## src/hw/rtl/mpa_pkg.sv

```systemverilog
package mpa_pkg;

    localparam int DIM_W      = 11;
    localparam int POS_W      = 10;
    localparam int POOL_W     = 4;
    localparam int INDEX_W    = 30;
    localparam int PROD_W     = 21;
    localparam int CFG_IDX_W  = 3;
    localparam int CFG_DATA_W = 11;
    localparam int DIM_LIMIT  = 1024;

    typedef enum logic [CFG_IDX_W-1:0] {
        REG_FRAME_WIDTH   = 3'd0,
        REG_FRAME_HEIGHT  = 3'd1,
        REG_CHANNEL_COUNT = 3'd2,
        REG_POOL_WIDTH    = 3'd3,
        REG_POOL_HEIGHT   = 3'd4,
        REG_STRIDE_X      = 3'd5,
        REG_STRIDE_Y      = 3'd6
    } cfg_reg_t;

    typedef struct packed {
        logic [DIM_W-1:0]  frame_width;
        logic [DIM_W-1:0]  frame_height;
        logic [DIM_W-1:0]  channel_count;
        logic [POOL_W-1:0] pool_width;
        logic [POOL_W-1:0] pool_height;
        logic [POOL_W-1:0] stride_x;
        logic [POOL_W-1:0] stride_y;
    } cfg_t;

    typedef struct packed {
        logic [POS_W-1:0]   row0;
        logic [POS_W-1:0]   col0;
        logic [POOL_W-1:0]  pool_w;
        logic [POOL_W-1:0]  pool_h;
        logic [INDEX_W-1:0] plane_base;
        logic               frame_end;
    } job_t;

    typedef enum logic [2:0] {
        ST_IDLE,
        ST_SCAN,
        ST_DRAIN,
        ST_INDEX,
        ST_HOLD
    } win_state_t;

endpackage

```

## src/hw/rtl/mpa_window.sv

```systemverilog
module mpa_window #(
    parameter int MAX_WIDTH   = 1024,
    parameter int MAX_POOL    = 8,
    parameter int SAMPLE_BITS = 16
) (
    input  logic                                clk,
    input  logic                                rst_n,
    input  logic                                start,
    input  mpa_pkg::job_t                       job,
    input  logic [$clog2(MAX_POOL)-1:0]         start_slot,
    input  logic [mpa_pkg::DIM_W-1:0]           width,
    output logic                                ready,
    output logic                                rd_en,
    output logic [$clog2(MAX_POOL)
                  + $clog2((MAX_WIDTH < mpa_pkg::DIM_LIMIT)
                           ? MAX_WIDTH : mpa_pkg::DIM_LIMIT)-1:0] rd_addr,
    input  logic signed [SAMPLE_BITS-1:0]       rd_data,
    output logic                                out_valid,
    input  logic                                out_ready,
    output logic signed [SAMPLE_BITS-1:0]       max_value,
    output logic [mpa_pkg::INDEX_W-1:0]         max_index,
    output logic                                frame_end
);

    localparam int WLIM   = (MAX_WIDTH < mpa_pkg::DIM_LIMIT) ? MAX_WIDTH : mpa_pkg::DIM_LIMIT;
    localparam int COL_W  = $clog2(WLIM);
    localparam int SLOT_W = $clog2(MAX_POOL);
    localparam int POS_W  = mpa_pkg::POS_W;
    localparam int POOL_W = mpa_pkg::POOL_W;
    localparam int IDX_W  = mpa_pkg::INDEX_W;
    localparam int PROD_W = mpa_pkg::PROD_W;
    localparam logic [SLOT_W-1:0] SLOT_TOP = SLOT_W'(MAX_POOL - 1);

    mpa_pkg::win_state_t state_reg, state_next;
    mpa_pkg::job_t       job_reg, job_next;

    logic [SLOT_W-1:0]              slot_reg, slot_next;
    logic [POOL_W-1:0]              n_reg, n_next, m_reg, m_next;
    logic                           rvalid_reg, rvalid_next;
    logic [POOL_W-1:0]              rn_reg, rm_reg;
    logic                           first_reg, first_next;
    logic signed [SAMPLE_BITS-1:0]  best_reg, best_next;
    logic [POOL_W-1:0]              best_n_reg, best_n_next, best_m_reg, best_m_next;
    logic [PROD_W-1:0]              prod_reg, prod_next;
    logic                           out_valid_reg, out_valid_next;
    logic signed [SAMPLE_BITS-1:0]  value_reg, value_next;
    logic [IDX_W-1:0]               index_reg, index_next;
    logic                           end_reg, end_next;

    logic [POS_W-1:0] rd_col, best_row;
    logic             load;

    assign rd_col   = job_reg.col0 + POS_W'(m_reg);
    assign rd_addr  = {slot_reg, rd_col[COL_W-1:0]};
    assign best_row = job_reg.row0 + POS_W'(best_n_reg);
    assign load     = !out_valid_reg || out_ready;

    always_comb
    begin
        state_next     = state_reg;
        job_next       = job_reg;
        slot_next      = slot_reg;
        n_next         = n_reg;
        m_next         = m_reg;
        first_next     = first_reg;
        best_next      = best_reg;
        best_n_next    = best_n_reg;
        best_m_next    = best_m_reg;
        prod_next      = prod_reg;
        out_valid_next = out_valid_reg && !out_ready;
        value_next     = value_reg;
        index_next     = index_reg;
        end_next       = end_reg;
        ready          = 1'b0;
        rd_en          = 1'b0;
        rvalid_next    = 1'b0;

        // Read data arrives in the cycle after its address is issued; the first element seeds the maximum.
        if (rvalid_reg && (first_reg || (rd_data > best_reg)))
        begin
            best_next   = rd_data;
            best_n_next = rn_reg;
            best_m_next = rm_reg;
        end
        if (rvalid_reg)
            first_next = 1'b0;

        case (state_reg)
            mpa_pkg::ST_IDLE:
            begin
                ready = 1'b1;
                if (start)
                begin
                    job_next   = job;
                    slot_next  = start_slot;
                    n_next     = '0;
                    m_next     = '0;
                    first_next = 1'b1;
                    state_next = mpa_pkg::ST_SCAN;
                end
            end
            mpa_pkg::ST_SCAN:
            begin
                rd_en       = 1'b1;
                rvalid_next = 1'b1;
                if (m_reg == job_reg.pool_w - POOL_W'(1))
                begin
                    m_next    = '0;
                    n_next    = n_reg + POOL_W'(1);
                    slot_next = (slot_reg == SLOT_TOP) ? '0 : slot_reg + SLOT_W'(1);
                    if (n_reg == job_reg.pool_h - POOL_W'(1))
                        state_next = mpa_pkg::ST_DRAIN;
                end
                else
                begin
                    m_next = m_reg + POOL_W'(1);
                end
            end
            mpa_pkg::ST_DRAIN:
            begin
                state_next = mpa_pkg::ST_INDEX;
            end
            mpa_pkg::ST_INDEX:
            begin
                prod_next  = PROD_W'(width) * PROD_W'(best_row);
                state_next = mpa_pkg::ST_HOLD;
            end
            mpa_pkg::ST_HOLD:
            begin
                if (load)
                begin
                    out_valid_next = 1'b1;
                    value_next     = best_reg;
                    index_next     = job_reg.plane_base + IDX_W'(prod_reg)
                                     + IDX_W'(job_reg.col0) + IDX_W'(best_m_reg);
                    end_next       = job_reg.frame_end;
                    state_next     = mpa_pkg::ST_IDLE;
                end
            end
            default:
            begin
                state_next = mpa_pkg::ST_IDLE;
            end
        endcase
    end

    always_ff @(posedge clk or negedge rst_n)
    begin
        if (!rst_n)
        begin
            state_reg     <= mpa_pkg::ST_IDLE;
            rvalid_reg    <= 1'b0;
            first_reg     <= 1'b0;
            out_valid_reg <= 1'b0;
        end
        else
        begin
            state_reg     <= state_next;
            rvalid_reg    <= rvalid_next;
            first_reg     <= first_next;
            out_valid_reg <= out_valid_next;
        end
    end

    always_ff @(posedge clk)
    begin
        job_reg    <= job_next;
        slot_reg   <= slot_next;
        n_reg      <= n_next;
        m_reg      <= m_next;
        rn_reg     <= n_reg;
        rm_reg     <= m_reg;
        best_reg   <= best_next;
        best_n_reg <= best_n_next;
        best_m_reg <= best_m_next;
        prod_reg   <= prod_next;
        value_reg  <= value_next;
        index_reg  <= index_next;
        end_reg    <= end_next;
    end

    assign out_valid = out_valid_reg;
    assign max_value = value_reg;
    assign max_index = index_reg;
    assign frame_end = end_reg;

`ifndef SYNTHESIS
    a_start_only_idle: assert property (@(posedge clk) disable iff (!rst_n)
        start |-> (state_reg == mpa_pkg::ST_IDLE))
        else $error("window start while a window is in progress");

    a_read_follows_scan: assert property (@(posedge clk) disable iff (!rst_n)
        rvalid_reg |-> $past(state_reg == mpa_pkg::ST_SCAN))
        else $error("read data marked valid without a read issued");

    a_scan_in_window: assert property (@(posedge clk) disable iff (!rst_n)
        (state_reg == mpa_pkg::ST_SCAN)
        |-> (m_reg < job_reg.pool_w) && (n_reg < job_reg.pool_h))
        else $error("scan position outside the pooling window");

    a_hold_loads_output: assert property (@(posedge clk) disable iff (!rst_n)
        (state_reg == mpa_pkg::ST_HOLD) && load |=> out_valid_reg)
        else $error("finished window did not reach the output register");
`endif

endmodule

```

## config.mk

```make
export PLATFORM = sky130hd
export DESIGN_NAME = mpa_window
export DESIGN_NICKNAME = d
export VERILOG_FILES = /design/src/hw/rtl/mpa_pkg.sv /design/src/hw/rtl/mpa_window.sv
export SDC_FILE = /design/constraint.sdc
export NUM_CORES = 1
export LEC_CHECK = 0
export BUFFER_PORTS_ARGS = -buffer_cell sky130_fd_sc_hd__clkbuf_2
export CORE_MARGIN = 3
export CORE_UTILIZATION = 40
export CTS_CLUSTER_DIAMETER = 40
export CTS_CLUSTER_SIZE = 20
export DETAILED_ROUTE_END_ITERATION = 12
export PLACE_DENSITY = 0.58
export SLEW_MARGIN = 0
export SYNTH_ARGS = -nofsm -noshare
export SYNTH_HDL_FRONTEND = slang
export SYNTH_SLANG_ARGS = --single-unit
```

## constraint.sdc

```tcl
create_clock -name clk -period 12.3 [get_ports clk]
set_input_delay 0.615 -clock clk [delete_from_list [all_inputs] [get_ports clk]]
set_output_delay 0.615 -clock clk [all_outputs]
set_load 0.01 [all_outputs]
```

==> flow_summary.toml <==
[sta]
period_share = 0.558
hold_viol = 0
fmax_ghz = 0.146
setup_tns_ns = 0
period_minus_slack_ns = 6.86
skew_ns = 0.0123
worstMarginPinSlew_ns = 1.12
slew_headroom = 0.248
rsz0062_at_grt = "no"
setup_viol = 0
hold_slack_ns = 0.350
slew_violations = 0

[finish]
largest_reg_flops = 59
area_delta_synth_final_pct = 15.2
final_nets = 1478
final_core_util = 0.475
layout-drive-gt1-share = 0.173

[setup_path]
ff2ff_setup_slack_ns = 5.44
start_kind = "register"
rr_worst_depth = 22
critical_path_required_ns = 12.49
path_max_fanout = 11
crit_type = "register to register"
cp-end-kind = "register"
reg2reg_to = "prod_reg[20]"
timing.rr.start = "job_reg[49]"
cp.arrival_ns = 7.05

[clock_tree]
ctsResizeCount = 0
cts_root_buffer = "clkbuf_16"
cts_setup_buffers = 0
clkTransAtPathRegs_ns = 0.07
cts_buffers = 17
clkSinkCount = 176
clock_path_buffers = 2
cts_tree = "built"
htree_levels = 4
worstSkewPairLatency_ns = 0.44

[floorplan]
rows = 62
initial_core_util = 0.412
dieHeight_um = 179
die_w_um = 179
die_area_um2 = 32100
num_io_pins = 156
coreArea_um2 = 29100

[run]
max_cap_viol_count = 0

[global_routing]
grt.overflow.total = 0
antenna_found_initial = 1
grt_pass1_wl_um = 39400
grt_pass1_vias = 7873
track_usage = 0.159
grt_max_degree = 52

[logic_synthesis]
syn_area_per_cell_um2 = 11.9
synthCells = 1005
synthTopCellsByCount = "162 x edfxtp_1, 138 x ha_1, 118 x inv_1"
yosysTopAreaCellShare = 0.406
synth_area_um2 = 12000
seq_area_frac_synth = 0.432
yosysWarningCount = 0
synth_edf_count = 162
ys_ff_latch = 176
synthFlopType = "edfxtp_1"
yosys.cell_count.top_type = "edfxtp_1"
yosysTopAreaCell = "edfxtp_1"
syn-num-nets = 1322
synth_area_leaders = "edfxtp_1 41%, ha_1 14%, fa_1 14%, inv_1 3.7%, xnor2_1 3.1%"
async_reset_ff_frac = 0.0341
ys_types = 50

[detailed_routing]
vias = 7560
via_per_inst = 4.85
drt-pass1-iter-count = 4
wirelength_um = 23900
drc_errors = 0
wl_per_cell_um = 15.3
ant_nets = 0
drt_iter0_drc = 329

[min_path]
min_path_type = "input port to register"
min_to = "job_reg[13]"
min_path_cells = 1
hp-start = "job[13]"

[placed_design]
dpl.hpwl_um = 18900
gp_congestion = 0.801
port_buffers = 155

[run_status]
status = "complete, no violations"
==> how the worst max path moves through the flow <==
stage,to,from,cells past startpoint,slack [ns]
final,prod_reg[20],job_reg[49],22,5.44
after CTS,prod_reg[19],job_reg[49],22,5.39
after global routing,prod_reg[20],job_reg[49],22,5.00
after global placement,prod_reg[20],job_reg[49],22,5.44
after floorplan,prod_reg[13],job_reg[49],24,6.10
after detailed placement,prod_reg[20],job_reg[49],22,5.38
==> kinds of logic after synthesis <==
kind of cell | synth area share
AOI/OAI and AO/OA | 0.0716
DFF | 0.432
muxes | 0.00272
and+or+nand+nor | 0.106
adders and majority gates | 0.288
buffers and inverters | 0.0439
xor gates and xnor gates | 0.0556
==> layer usage <==
metal | vias to the layer above | track usage | wire length, µm
met1 | 3631 | 0.217 | 11600
li1 | 3761 | - | -
met4 | 0 | 0.0458 | 348
met5 | - | 0 | 0
met2 | 148 | 0.259 | 10900
met3 | 20 | 0.0301 | 1030
==> placed cells by master, fill, tap and decap left out, types with 3 or more instances in the layout <==
cell type,count
fa_1,86
nor2b_1,49
a211o_1,3
nand2b_1,23
nand4_1,8
o31ai_1,5
o21a_1,5
a21o_1,21
nor2_1,39
and3_1,6
o22ai_1,4
a211oi_1,4
xor2_1,34
bufinv_16,3
inv_1,117
ha_1,138
clkbuf_2,155
buf_4,3
nor3_1,11
o21ai_1,8
clkbuf_16,17
o211ai_1,4
and2_1,20
xnor2_1,42
a31oi_1,4
nand3_1,15
nand2_1,67
dfrtp_1,6
o21ai_0,19
edfxtp_1,162
clkinv_2,4
a21oi_1,44
dfxtp_1,8
==> area by class of cell <==
type	count	area (µm²)
clock buffers	20	457
diodes	1	2.50
inverters	118	443
repair buffers	159	808
multi-input cells	689	6290
fillers	2708	15300
flip-flops and latches	176	5170
clock inverters	12	154
well taps	384	480
==> stage by stage <==
| stage | area [µm²] | worst slack [ns] | std cells |
|---|---|---|---|
| after floorplan | 12000 | 6.10 | 1005 |
| after global placement | 13200 | 5.44 | 1525 |
| after global routing | 13800 | 5.00 | 1559 |
| after detailed placement | 13200 | 5.38 | 1525 |
| after CTS | 13800 | 5.39 | 1558 |
| final | 13800 | 5.44 | 1559 |
==> worst max-delay path, cell delays in order (launching register included) <==
cell and delay [ns]:
edfxtp_1 0.37, ha_1 0.24, fa_1 0.41, a21o_1 0.17, a21oi_1 0.25, nor2_1 0.09, xnor2_1 0.73, nor2b_1 0.16
fa_1 0.59, fa_1 0.44, fa_1 0.51, fa_1 0.56, inv_1 0.06, fa_1 0.52, inv_1 0.04, ha_1 0.33
nand2_1 0.07, o31ai_1 0.29, nor3_1 0.10, a21oi_1 0.27, a221o_1 0.21, a21oi_1 0.07, xnor2_1 0.12
==> what timing repair did <==
item / in CTS / in global routing
hold buffers: 1 / 0
endpoints found under the setup margin: 0 / 0
hold endpoints to repair: 6 / 0
Power is not shown: default switching activity piles up to over one toggle a cycle in this logic, so the estimate is an artifact.
