<file path="src/hw/rtl/mpa_pkg.sv">
package mpa_pkg;

    localparam int DIM_W      = 11;
    localparam int POS_W      = 10;
    localparam int POOL_W     = 4;
    localparam int INDEX_W    = 30;
    localparam int PROD_W     = 21;
    localparam int CFG_IDX_W  = 3;
    localparam int CFG_DATA_W = 11;
    localparam int DIM_LIMIT  = 1024;

    typedef enum logic [CFG_IDX_W-1:0] {
        REG_FRAME_WIDTH   = 3'd0,
        REG_FRAME_HEIGHT  = 3'd1,
        REG_CHANNEL_COUNT = 3'd2,
        REG_POOL_WIDTH    = 3'd3,
        REG_POOL_HEIGHT   = 3'd4,
        REG_STRIDE_X      = 3'd5,
        REG_STRIDE_Y      = 3'd6
    } cfg_reg_t;

    typedef struct packed {
        logic [DIM_W-1:0]  frame_width;
        logic [DIM_W-1:0]  frame_height;
        logic [DIM_W-1:0]  channel_count;
        logic [POOL_W-1:0] pool_width;
        logic [POOL_W-1:0] pool_height;
        logic [POOL_W-1:0] stride_x;
        logic [POOL_W-1:0] stride_y;
    } cfg_t;

    typedef struct packed {
        logic [POS_W-1:0]   row0;
        logic [POS_W-1:0]   col0;
        logic [POOL_W-1:0]  pool_w;
        logic [POOL_W-1:0]  pool_h;
        logic [INDEX_W-1:0] plane_base;
        logic               frame_end;
    } job_t;

    typedef enum logic [2:0] {
        ST_IDLE,
        ST_SCAN,
        ST_DRAIN,
        ST_INDEX,
        ST_HOLD
    } win_state_t;

endpackage

</file>
<file path="src/hw/rtl/mpa_raster.sv">
module mpa_raster #(
    parameter int MAX_WIDTH = 1024,
    parameter int MAX_POOL  = 8
) (
    input  logic                                clk,
    input  logic                                rst_n,
    input  mpa_pkg::cfg_t                       cfg,
    input  logic                                restart,
    input  logic                                take,
    output logic                                emit,
    output mpa_pkg::job_t                       job,
    output logic [$clog2(MAX_POOL)-1:0]         start_slot,
    output logic [$clog2(MAX_POOL)
                  + $clog2((MAX_WIDTH < mpa_pkg::DIM_LIMIT)
                           ? MAX_WIDTH : mpa_pkg::DIM_LIMIT)-1:0] wr_addr,
    output logic [mpa_pkg::DIM_W-1:0]           width
);

    localparam int WLIM   = (MAX_WIDTH < mpa_pkg::DIM_LIMIT) ? MAX_WIDTH : mpa_pkg::DIM_LIMIT;
    localparam int COL_W  = $clog2(WLIM);
    localparam int SLOT_W = $clog2(MAX_POOL);
    localparam int DIM_W  = mpa_pkg::DIM_W;
    localparam int POS_W  = mpa_pkg::POS_W;
    localparam int POOL_W = mpa_pkg::POOL_W;
    localparam int IDX_W  = mpa_pkg::INDEX_W;
    localparam int PROD_W = mpa_pkg::PROD_W;

    localparam logic [DIM_W-1:0]    WLIM_V   = DIM_W'(WLIM);
    localparam logic [DIM_W-1:0]    DMAX_V   = DIM_W'(mpa_pkg::DIM_LIMIT);
    localparam logic [POOL_W:0]     PMAX_V   = (POOL_W+1)'(MAX_POOL);
    localparam logic [SLOT_W:0]     SLOTS_V  = (SLOT_W+1)'(MAX_POOL);
    localparam logic [SLOT_W-1:0]   SLOT_TOP = SLOT_W'(MAX_POOL - 1);

    function automatic logic [DIM_W-1:0] clamp_dim(input logic [DIM_W-1:0] v,
                                                   input logic [DIM_W-1:0] hi);
        logic [DIM_W-1:0] r;
        if (v == '0)
            r = DIM_W'(1);
        else if (v > hi)
            r = hi;
        else
            r = v;
        return r;
    endfunction

    function automatic logic [POOL_W-1:0] clamp_pool(input logic [POOL_W-1:0] v);
        logic [POOL_W-1:0] r;
        if (v == '0)
            r = POOL_W'(1);
        else if ({1'b0, v} > PMAX_V)
            r = PMAX_V[POOL_W-1:0];
        else
            r = v;
        return r;
    endfunction

    logic [DIM_W-1:0]  w_eff, h_eff, c_eff;
    logic [POOL_W-1:0] pw, ph, sx, sy, ph_m1;

    logic [POS_W-1:0]  col_reg, col_next;
    logic [POS_W-1:0]  row_reg, row_next;
    logic [POS_W-1:0]  chan_reg, chan_next;
    logic [SLOT_W-1:0] slot_reg, slot_next;
    logic [POOL_W-1:0] col_phase_reg, col_phase_next;
    logic [POOL_W-1:0] row_phase_reg, row_phase_next;
    logic [IDX_W-1:0]  plane_base_reg, plane_base_next;
    logic [PROD_W-1:0] plane_size_reg;

    logic col_fit, row_fit, col_last, row_last, chan_last;
    logic [SLOT_W:0] slot_sum;

    always_comb
    begin
        w_eff = clamp_dim(cfg.frame_width, WLIM_V);
        h_eff = clamp_dim(cfg.frame_height, DMAX_V);
        c_eff = clamp_dim(cfg.channel_count, DMAX_V);
        pw    = clamp_pool(cfg.pool_width);
        ph    = clamp_pool(cfg.pool_height);
        sx    = clamp_pool(cfg.stride_x);
        sy    = clamp_pool(cfg.stride_y);
        ph_m1 = ph - POOL_W'(1);
    end

    assign col_fit   = (DIM_W'(col_reg) + DIM_W'(1)) >= DIM_W'(pw);
    assign row_fit   = (DIM_W'(row_reg) + DIM_W'(1)) >= DIM_W'(ph);
    assign col_last  = (DIM_W'(col_reg) + DIM_W'(1)) >= w_eff;
    assign row_last  = (DIM_W'(row_reg) + DIM_W'(1)) >= h_eff;
    assign chan_last = (DIM_W'(chan_reg) + DIM_W'(1)) >= c_eff;

    assign emit = col_fit && row_fit && (col_phase_reg == '0) && (row_phase_reg == '0);

    // A corner is the last one of its row when the next corner would fall past the edge.
    always_comb
    begin
        job.row0       = row_reg + POS_W'(1) - POS_W'(ph);
        job.col0       = col_reg + POS_W'(1) - POS_W'(pw);
        job.pool_w     = pw;
        job.pool_h     = ph;
        job.plane_base = plane_base_reg;
        job.frame_end  = chan_last
                         && ((DIM_W'(col_reg) + DIM_W'(sx)) >= w_eff)
                         && ((DIM_W'(row_reg) + DIM_W'(sy)) >= h_eff);
        slot_sum       = (SLOT_W+1)'(slot_reg) + SLOTS_V - (SLOT_W+1)'(ph_m1);
        if (slot_sum >= SLOTS_V)
            start_slot = SLOT_W'(slot_sum - SLOTS_V);
        else
            start_slot = SLOT_W'(slot_sum);
    end

    assign wr_addr = {slot_reg, col_reg[COL_W-1:0]};
    assign width   = w_eff;

    always_comb
    begin
        col_next        = col_reg;
        row_next        = row_reg;
        chan_next       = chan_reg;
        slot_next       = slot_reg;
        col_phase_next  = col_phase_reg;
        row_phase_next  = row_phase_reg;
        plane_base_next = plane_base_reg;
        if (restart)
        begin
            col_next        = '0;
            row_next        = '0;
            chan_next       = '0;
            slot_next       = '0;
            col_phase_next  = '0;
            row_phase_next  = '0;
            plane_base_next = '0;
        end
        else if (take)
        begin
            if (col_fit)
                col_phase_next = ((col_phase_reg + POOL_W'(1)) >= sx)
                                 ? '0 : col_phase_reg + POOL_W'(1);
            if (col_last)
            begin
                col_next       = '0;
                col_phase_next = '0;
                if (row_fit)
                    row_phase_next = ((row_phase_reg + POOL_W'(1)) >= sy)
                                     ? '0 : row_phase_reg + POOL_W'(1);
                if (row_last)
                begin
                    row_next       = '0;
                    row_phase_next = '0;
                    slot_next      = '0;
                    if (chan_last)
                    begin
                        chan_next       = '0;
                        plane_base_next = '0;
                    end
                    else
                    begin
                        chan_next       = chan_reg + POS_W'(1);
                        plane_base_next = plane_base_reg + IDX_W'(plane_size_reg);
                    end
                end
                else
                begin
                    row_next  = row_reg + POS_W'(1);
                    slot_next = (slot_reg == SLOT_TOP) ? '0 : slot_reg + SLOT_W'(1);
                end
            end
            else
            begin
                col_next = col_reg + POS_W'(1);
            end
        end
    end

    always_ff @(posedge clk or negedge rst_n)
    begin
        if (!rst_n)
        begin
            col_reg        <= '0;
            row_reg        <= '0;
            chan_reg       <= '0;
            slot_reg       <= '0;
            col_phase_reg  <= '0;
            row_phase_reg  <= '0;
            plane_base_reg <= '0;
        end
        else
        begin
            col_reg        <= col_next;
            row_reg        <= row_next;
            chan_reg       <= chan_next;
            slot_reg       <= slot_next;
            col_phase_reg  <= col_phase_next;
            row_phase_reg  <= row_phase_next;
            plane_base_reg <= plane_base_next;
        end
    end

    // Samples per plane, followed from the registers; only read at a plane boundary.
    always_ff @(posedge clk)
    begin
        plane_size_reg <= PROD_W'(w_eff) * PROD_W'(h_eff);
    end

endmodule

</file>
<file path="config.mk">
export PLATFORM = sky130hd
export DESIGN_NAME = mpa_raster
export DESIGN_NICKNAME = d
export VERILOG_FILES = /design/src/hw/rtl/mpa_pkg.sv /design/src/hw/rtl/mpa_raster.sv
export SDC_FILE = /design/constraint.sdc
export NUM_CORES = 1
export LEC_CHECK = 0
export BUFFER_PORTS_ARGS = -buffer_cell sky130_fd_sc_hd__buf_2
export CELL_PAD_IN_SITES_DETAIL_PLACEMENT = 1
export CELL_PAD_IN_SITES_GLOBAL_PLACEMENT = 1
export CORE_UTILIZATION = 49
export CTS_CLUSTER_SIZE = 14
export DETAILED_ROUTE_END_ITERATION = 7
export PLACE_DENSITY_LB_ADDON = 0.25
export SLEW_MARGIN = 0
export SYNTH_ARGS = -nofsm -noshare
export SYNTH_HDL_FRONTEND = slang
export SYNTH_SLANG_ARGS = --single-unit
</file>
<file path="constraint.sdc">
create_clock -name clk -period 6.4 [get_ports clk]
set_clock_uncertainty 0.15 [all_clocks]
set_input_delay 0.96 -clock clk [delete_from_list [all_inputs] [get_ports clk]]
set_output_delay 0.96 -clock clk [all_outputs]
set_load 0.005 [all_outputs]
</file>
==> qor.yml, run 1 <==
layout:
  multi_input_area_sq_um: 8590
  fin_nets: 1833
  drive_gt1_share_pct: 15.6
  syn2layout_area_growth_pct: 15.6
  fill_cells: 2780
  seq_area_sq_um: 2200
  n_antenna_cell: 0
  largest_reg_flops: 30
  fin_area_sq_um: 13200
yosys:
  synth.avg_cell_area_sq_um: 8.38
  synth_cells: 1363
  postSynth.asyncResetShare_pct: 77.2
  netlist_area_sq_um: 11400
  yosys_warnings: 0
  synth_ff_type: "dfrtp_1"
  ys_types: 67
  yosys-top-cells-area: "ha_1 18%, dfrtp_1 16%, fa_1 15%, nand2_1 5.6%, inv_1 4.8%"
  synth_top_area_share_pct: 18.3
  synth_seq_cells: 92
  synth.yosys.seq_area_share_pct: 19.2
  synth-edff-count: 0
  syn_nets: 1667
  yosysTopAreaCell: "ha_1"
setup_path:
  path_common_cell: "fa_1"
  cp_slowest_cell: "fa_1"
  rr_endpoint: "plane_base_reg[1]"
  crit_type: "primary input to flop"
  slowest_delay_ns: 0.56
  r2r-start: "col_reg[4]"
  r2r_setup_slack_ns: 1.70
  worstPathArrival_ns: 6.30
  worstSetupEndpointType: "flop"
  critPathRequiredTime_ns: 6.50
  critical_path_peak_fanout: 4
  path_cells: "buf_2 -> nor4_4 -> a31oi_1 -> or2_2 -> inv_2 -> nand2_1 -> fa_1 -> fa_1 -> inv_1 -> fa_1 -> fa_1 -> inv_1 -> fa_1 -> inv_1 -> ha_4 -> nand3_2 -> a2111oi_4 -> nor3_2 -> o41ai_1 -> a21oi_1 -> xnor2_1"
  start_kind: "primary input"
  rr_worst_depth: 9
route:
  via_count: 10500
  initialDrtViolationCount: 488
  antenna_left: 0
  drtPass1Iterations: 5
  post-route-drc-count: 0
  via_per_inst: 5.66
  wire_per_inst_microns: 18.8
  drt-total-wl_mm: 34.8
global_route:
  grt_pass1_vias: 11300
  grt_pass1_wl_mm: 57.0
  grt_max_degree: 64
  track_usage_pct: 29.9
  grt-ovfl-total: 0
  antenna_found_initial: 0
clock_network:
  root_buffer: "clkbuf_16"
  cts-hold-fix-buffers: 0
  clkTransAtPathRegs_ns: 0.07
  clk_latency_ns: 0.36
  cts_tree: "done"
  h-tree-depth: 3
  clkSinkCount: 92
  numCtsBuffers: 9
  cts.path.max_buffers: 2
floorplanning:
  initial_core_util_pct: 50.1
  fp.dieW_microns: 155
  num_io_pins: 140
  die_h_microns: 155
  die_area_sq_um: 23900
  row_count: 55
  core_area_sq_um: 22800
sta:
  fin_crit_sh_pct: 96.9
  fin_setup_tns_ns: 0
  holdWs_ns: 0.296
  grt_setup_unrepaired: "no"
  finalWorstSetupSlack_ns: 0.199
  setup_viol: 0
  worst_pin_slew_ns: 1.08
  max_slew_margin_pct: 27.5
  hold_viol: 0
  fin_crit_ns: 6.20
  max_freq_ghz: 0.161
  drv_slew: 0
min_path:
  hold_class: "primary input to asynchronous set/reset pin"
place:
  post_dp_cell_area_sq_um: 12800
  hpwl_mm: 27.7
  gp_congestion: 0.890
  io_buffers: 139
  dp_slack_ns: -0.346
power_and_ir_drop:
  total_power_mw: 3.73
  p_leak_nw: 6.83
  ir_worst_vdd_mv: 0.131
  power.density_nw_per_um2: 282
outcome:
  status: "finished, final reports clean"
run:
  maxCapViolCount: 0
==> repair_timing <==
| item | in CTS | in global routing |
|---|---|---|
| gates resized for setup | 1 | 13 |
| buffers inserted | 0 | 1 |
| setup endpoints to repair | 2 | 6 |
| cloned | 0 | 0 |
| pin swaps | 0 | 7 |
==> logic make-up after synthesis <==
logic type / synth area share [%]
compound gates: 14.4
buf+inv: 6.43
mux: 0.175
flops: 19.2
fa+ha+maj: 33.2
xor+xnor: 7.81
simple gates: 18.8
==> cells in the mapped netlist, types with 20 or more instances <==
master    count
nand2_1     170
ha_1        167
inv_1       145
nor2_1      134
fa_1         84
dfrtp_1      71
o21ai_0      62
xnor2_1      62
a21oi_1      52
xor2_1       38
nand3_1      35
a21o_1       34
clkbuf_1     29
nor3_1       29
nor2b_1      27
dfxtp_1      21
o31ai_1      20
==> metrics by stage <==
step           utilization, %  instances
2_1_floorplan               -       1363
3_3_place_gp             56.1       1830
3_5_place_dp             56.1       1830
4_1_cts                  57.6       1846
5_1_grt                  58.0       1847
6_report                 58.0       1847
==> where the power goes <==
part / switching, mW / internal [mW]
Combinational: 1.23 / 0.979
Sequential: 0.180 / 0.741
Clock: 0.288 / 0.315
Total: 1.69 / 2.04
==> final cells by class <==
class	instances	share of cell area, %
Multi-Input combinational cell	1079	65.1
Sequential cell	92	16.6
Timing Repair Buffer	194	8.58
Clock inverter	7	0.682
Tap cell	313	2.97
Inverter	153	4.35
Clock buffer	9	1.71
==> critical path, delay by kind of cell <==
kind	cells	cell delay, ns
adder cells (fa/ha/maj)	6	2.92
buffers and inverters	5	0.40
AND/OR/NAND/NOR	5	0.88
XOR/XNOR	1	0.14
AO/OA/AOI/OAI	4	0.99
==> cells in the final DEF, fill, tap and decap left out, drive strengths merged, types with 8 or more instances in the layout <==
cell type | netlist | final
a211oi | 10 | 10
a21o | 34 | 34
a21oi | 52 | 52
and3 | 8 | 8
buf | 9 | 194
clkbuf | 30 | 9
dfrtp | 71 | 71
dfxtp | 21 | 21
fa | 84 | 84
ha | 167 | 167
inv | 146 | 150
nand2 | 170 | 170
nand2b | 18 | 18
nand3 | 37 | 37
nand4 | 13 | 13
nor2 | 134 | 134
nor2b | 27 | 27
nor3 | 29 | 29
nor4 | 9 | 9
o21a | 14 | 14
o21ai | 71 | 71
o31ai | 20 | 20
or2 | 8 | 8
xnor2 | 63 | 63
xor2 | 38 | 38
==> layer usage <==
| layer | vias to the layer above | GRT usage, % | part of all wire (%) |
|---|---|---|---|
| met5 | - | 0 | 0 |
| met4 | 0 | 8.35 | 2.2 |
| met3 | 59 | 3.59 | 3.9 |
| met2 | 274 | 53.9 | 50 |
| met1 | 5194 | 37.5 | 44 |
| li1 | 4935 | - | - |
==> how the worst max path moves through the flow <==
stage	to	start	slack, ns
floorplan	plane_size_reg[17]	cfg[47]	0.01
global placement	plane_size_reg[19]	cfg[46]	-0.12
detailed placement	plane_size_reg[19]	cfg[46]	-0.35
CTS	plane_size_reg[16]	cfg[46]	0.03
global route	plane_size_reg[17]	cfg[46]	0.006
finish	plane_size_reg[19]	cfg[46]	0.20
Power figures use the tool's default switching activity.
==> inputs of run 2 (changes only) <==
GPL_TIMING_DRIVEN = 0   (was not set)
==> qor.yml, run 2 (synthesis gave the netlist of run 1 again) <==
outcome:
  status: "finished, final reports clean"
sta:
  setup_viol: 0
  drv_slew: 0
  max_freq_ghz: 0.160
  holdWs_ns: 0.275
  fin_crit_sh_pct: 97.6
  max_slew_margin_pct: 15.9
  hold_viol: 0
  fin_crit_ns: 6.24
  worst_pin_slew_ns: 1.26
global_route:
  grt_pass1_wl_mm: 55.7
  antenna_found_initial: 0
  grt-ovfl-total: 0
  track_usage_pct: 29.5
  grt_pass1_vias: 11000
  grt_max_degree: 65
clock_network:
  clk_latency_ns: 0.36
  h-tree-depth: 3
  numCtsBuffers: 9
  cts.path.max_buffers: 2
  clkSinkCount: 92
  root_buffer: "clkbuf_16"
  cts-hold-fix-buffers: 0
  clkTransAtPathRegs_ns: 0.07
  cts_tree: "done"
place:
  hpwl_mm: 27.4
  io_buffers: 138
  gp_congestion: 0.901
  post_dp_cell_area_sq_um: 12500
setup_path:
  slowest_delay_ns: 0.58
  r2r_setup_slack_ns: 1.68
  worstSetupEndpointType: "flop"
  cp_slowest_cell: "fa_1"
  crit_type: "primary input to flop"
  path_common_cell: "fa_1"
  path_cells: "buf_2 -> clkbuf_2 -> nor2b_1 -> buf_4 -> clkinvlp_4 -> nor2_1 -> fa_1 -> fa_1 -> fa_1 -> fa_1 -> inv_1 -> fa_1 -> inv_1 -> ha_2 -> nand3_1 -> a2111oi_4 -> nor3_4 -> o41ai_2 -> a21oi_1 -> xnor2_1"
  critical_path_peak_fanout: 10
  start_kind: "primary input"
  critPathRequiredTime_ns: 6.50
  worstPathArrival_ns: 6.34
route:
  wl_met2_mm: 17.6
  antenna_left: 0
  post-route-drc-count: 0
  drtPass1Iterations: 5
  via_per_inst: 5.67
  top_layer: "met4"
  wire_per_inst_microns: 19.1
  drt-total-wl_mm: 35.1
  drt-met1-wl_mm: 15.1
  via_count: 10400
  routed-wl-met3_mm: 1.52
  initialDrtViolationCount: 357
layout:
  largest_reg_flops: 30
  fin_nets: 1828
  fin_area_sq_um: 13200
  drive_gt1_share_pct: 15.3
  most-common-layout-cells: "169 x nand2_1, 163 x ha_1, 144 x buf_2"
  final_common_cell: "nand2_1"
  fill_cells: 2803
  n_antenna_cell: 0
  syn2layout_area_growth_pct: 15.2
floorplanning:
  initial_core_util_pct: 50.1
  die_area_sq_um: 23900
  num_io_pins: 140
  fp.dieW_microns: 155
  row_count: 55
  die_h_microns: 155
  core_area_sq_um: 22800
power_and_ir_drop:
  p_leak_nw: 6.73
  power.density_nw_per_um2: 281
  ir_worst_vdd_mv: 0.148
run:
  maxCapViolCount: 0
min_path:
  hold_class: "primary input to asynchronous set/reset pin"
==> run 2: cell count changes in the layout (fill, tap and decap cells not counted), sizes merged <==
| cell | delta |
|---|---|
| inv | -4 |
| clkinvlp | +4 |
| buf | -33 |
| bufinv | +1 |
| clkinv | -3 |
| clkbuf | +30 |
==> run 2: final cells by class <==
type / instances / area, sq um / area share [%]
plain buffers: 38 / 173 / 1.31
clock buffers: 11 / 233 / 1.77
clock inverters: 5 / 85.1 / 0.647
inverters: 153 / 606 / 4.60
multi-input cells: 1079 / 8660 / 65.8
flip-flops and latches: 92 / 2200 / 16.7
well taps: 313 / 392 / 2.98
repair buffers: 151 / 811 / 6.16
==> run 2: critical path, delay by kind of cell <==
kind,cells,cell delay (ns)
adders and majority gates,6,2.97
and+or+nand+nor,4,0.58
buffers and inverters,6,0.82
AOI/OAI and AO/OA,3,0.85
xor gates and xnor gates,1,0.14
==> run 2: routing by layer <==
metal  track usage, %  vias up
met5                0        -
met3             4.48       63
li1                 -     4934
met2             52.7      281
met1             36.4     5170
met4             9.62        0
==> run 2: report_power, final <==
part	switching, mW	leakage (nW)	internal [mW]
logic	1.23	5.46	0.956
clock network	0.257	0.150	0.346
registers	0.171	1.12	0.740
==> run 2: worst paths after layout <==
kind                               startpoint                  to  cells past startpoint
max                                   cfg[48]  plane_size_reg[17]                     20
min                                     rst_n  plane_base_reg[15]                      1
max reg2reg                        col_reg[4]   plane_base_reg[0]                     10
min reg2reg                plane_base_reg[17]  plane_base_reg[17]                      2
max in group asynchronous               rst_n          col_reg[7]                      2
min in group clk           plane_base_reg[17]  plane_base_reg[17]                      2
==> run 2: through the flow <==
step,TNS [ns],std cells,util [%],setup WS (ns),power [mW]
3_3_place_gp,-6.52,1814,54.9,-0.947,2.92
5_1_grt,-0.0239,1842,57.7,-0.0165,4.00
2_1_floorplan,0,1363,-,0.0129,2.34
6_report,0,1842,57.7,0.156,3.70
3_5_place_dp,-7.62,1815,55.1,-1.10,3.04
4_1_cts,0,1836,56.9,0.0125,3.67
==> run 2: repair_timing <==
item / 4_1_cts / 5_1_grt
cloned: 0 / 0
buffers inserted: 6 / 6
resized for setup: 28 / 35
pin swaps: 1 / 5
endpoints found under the setup margin: 9 / 6
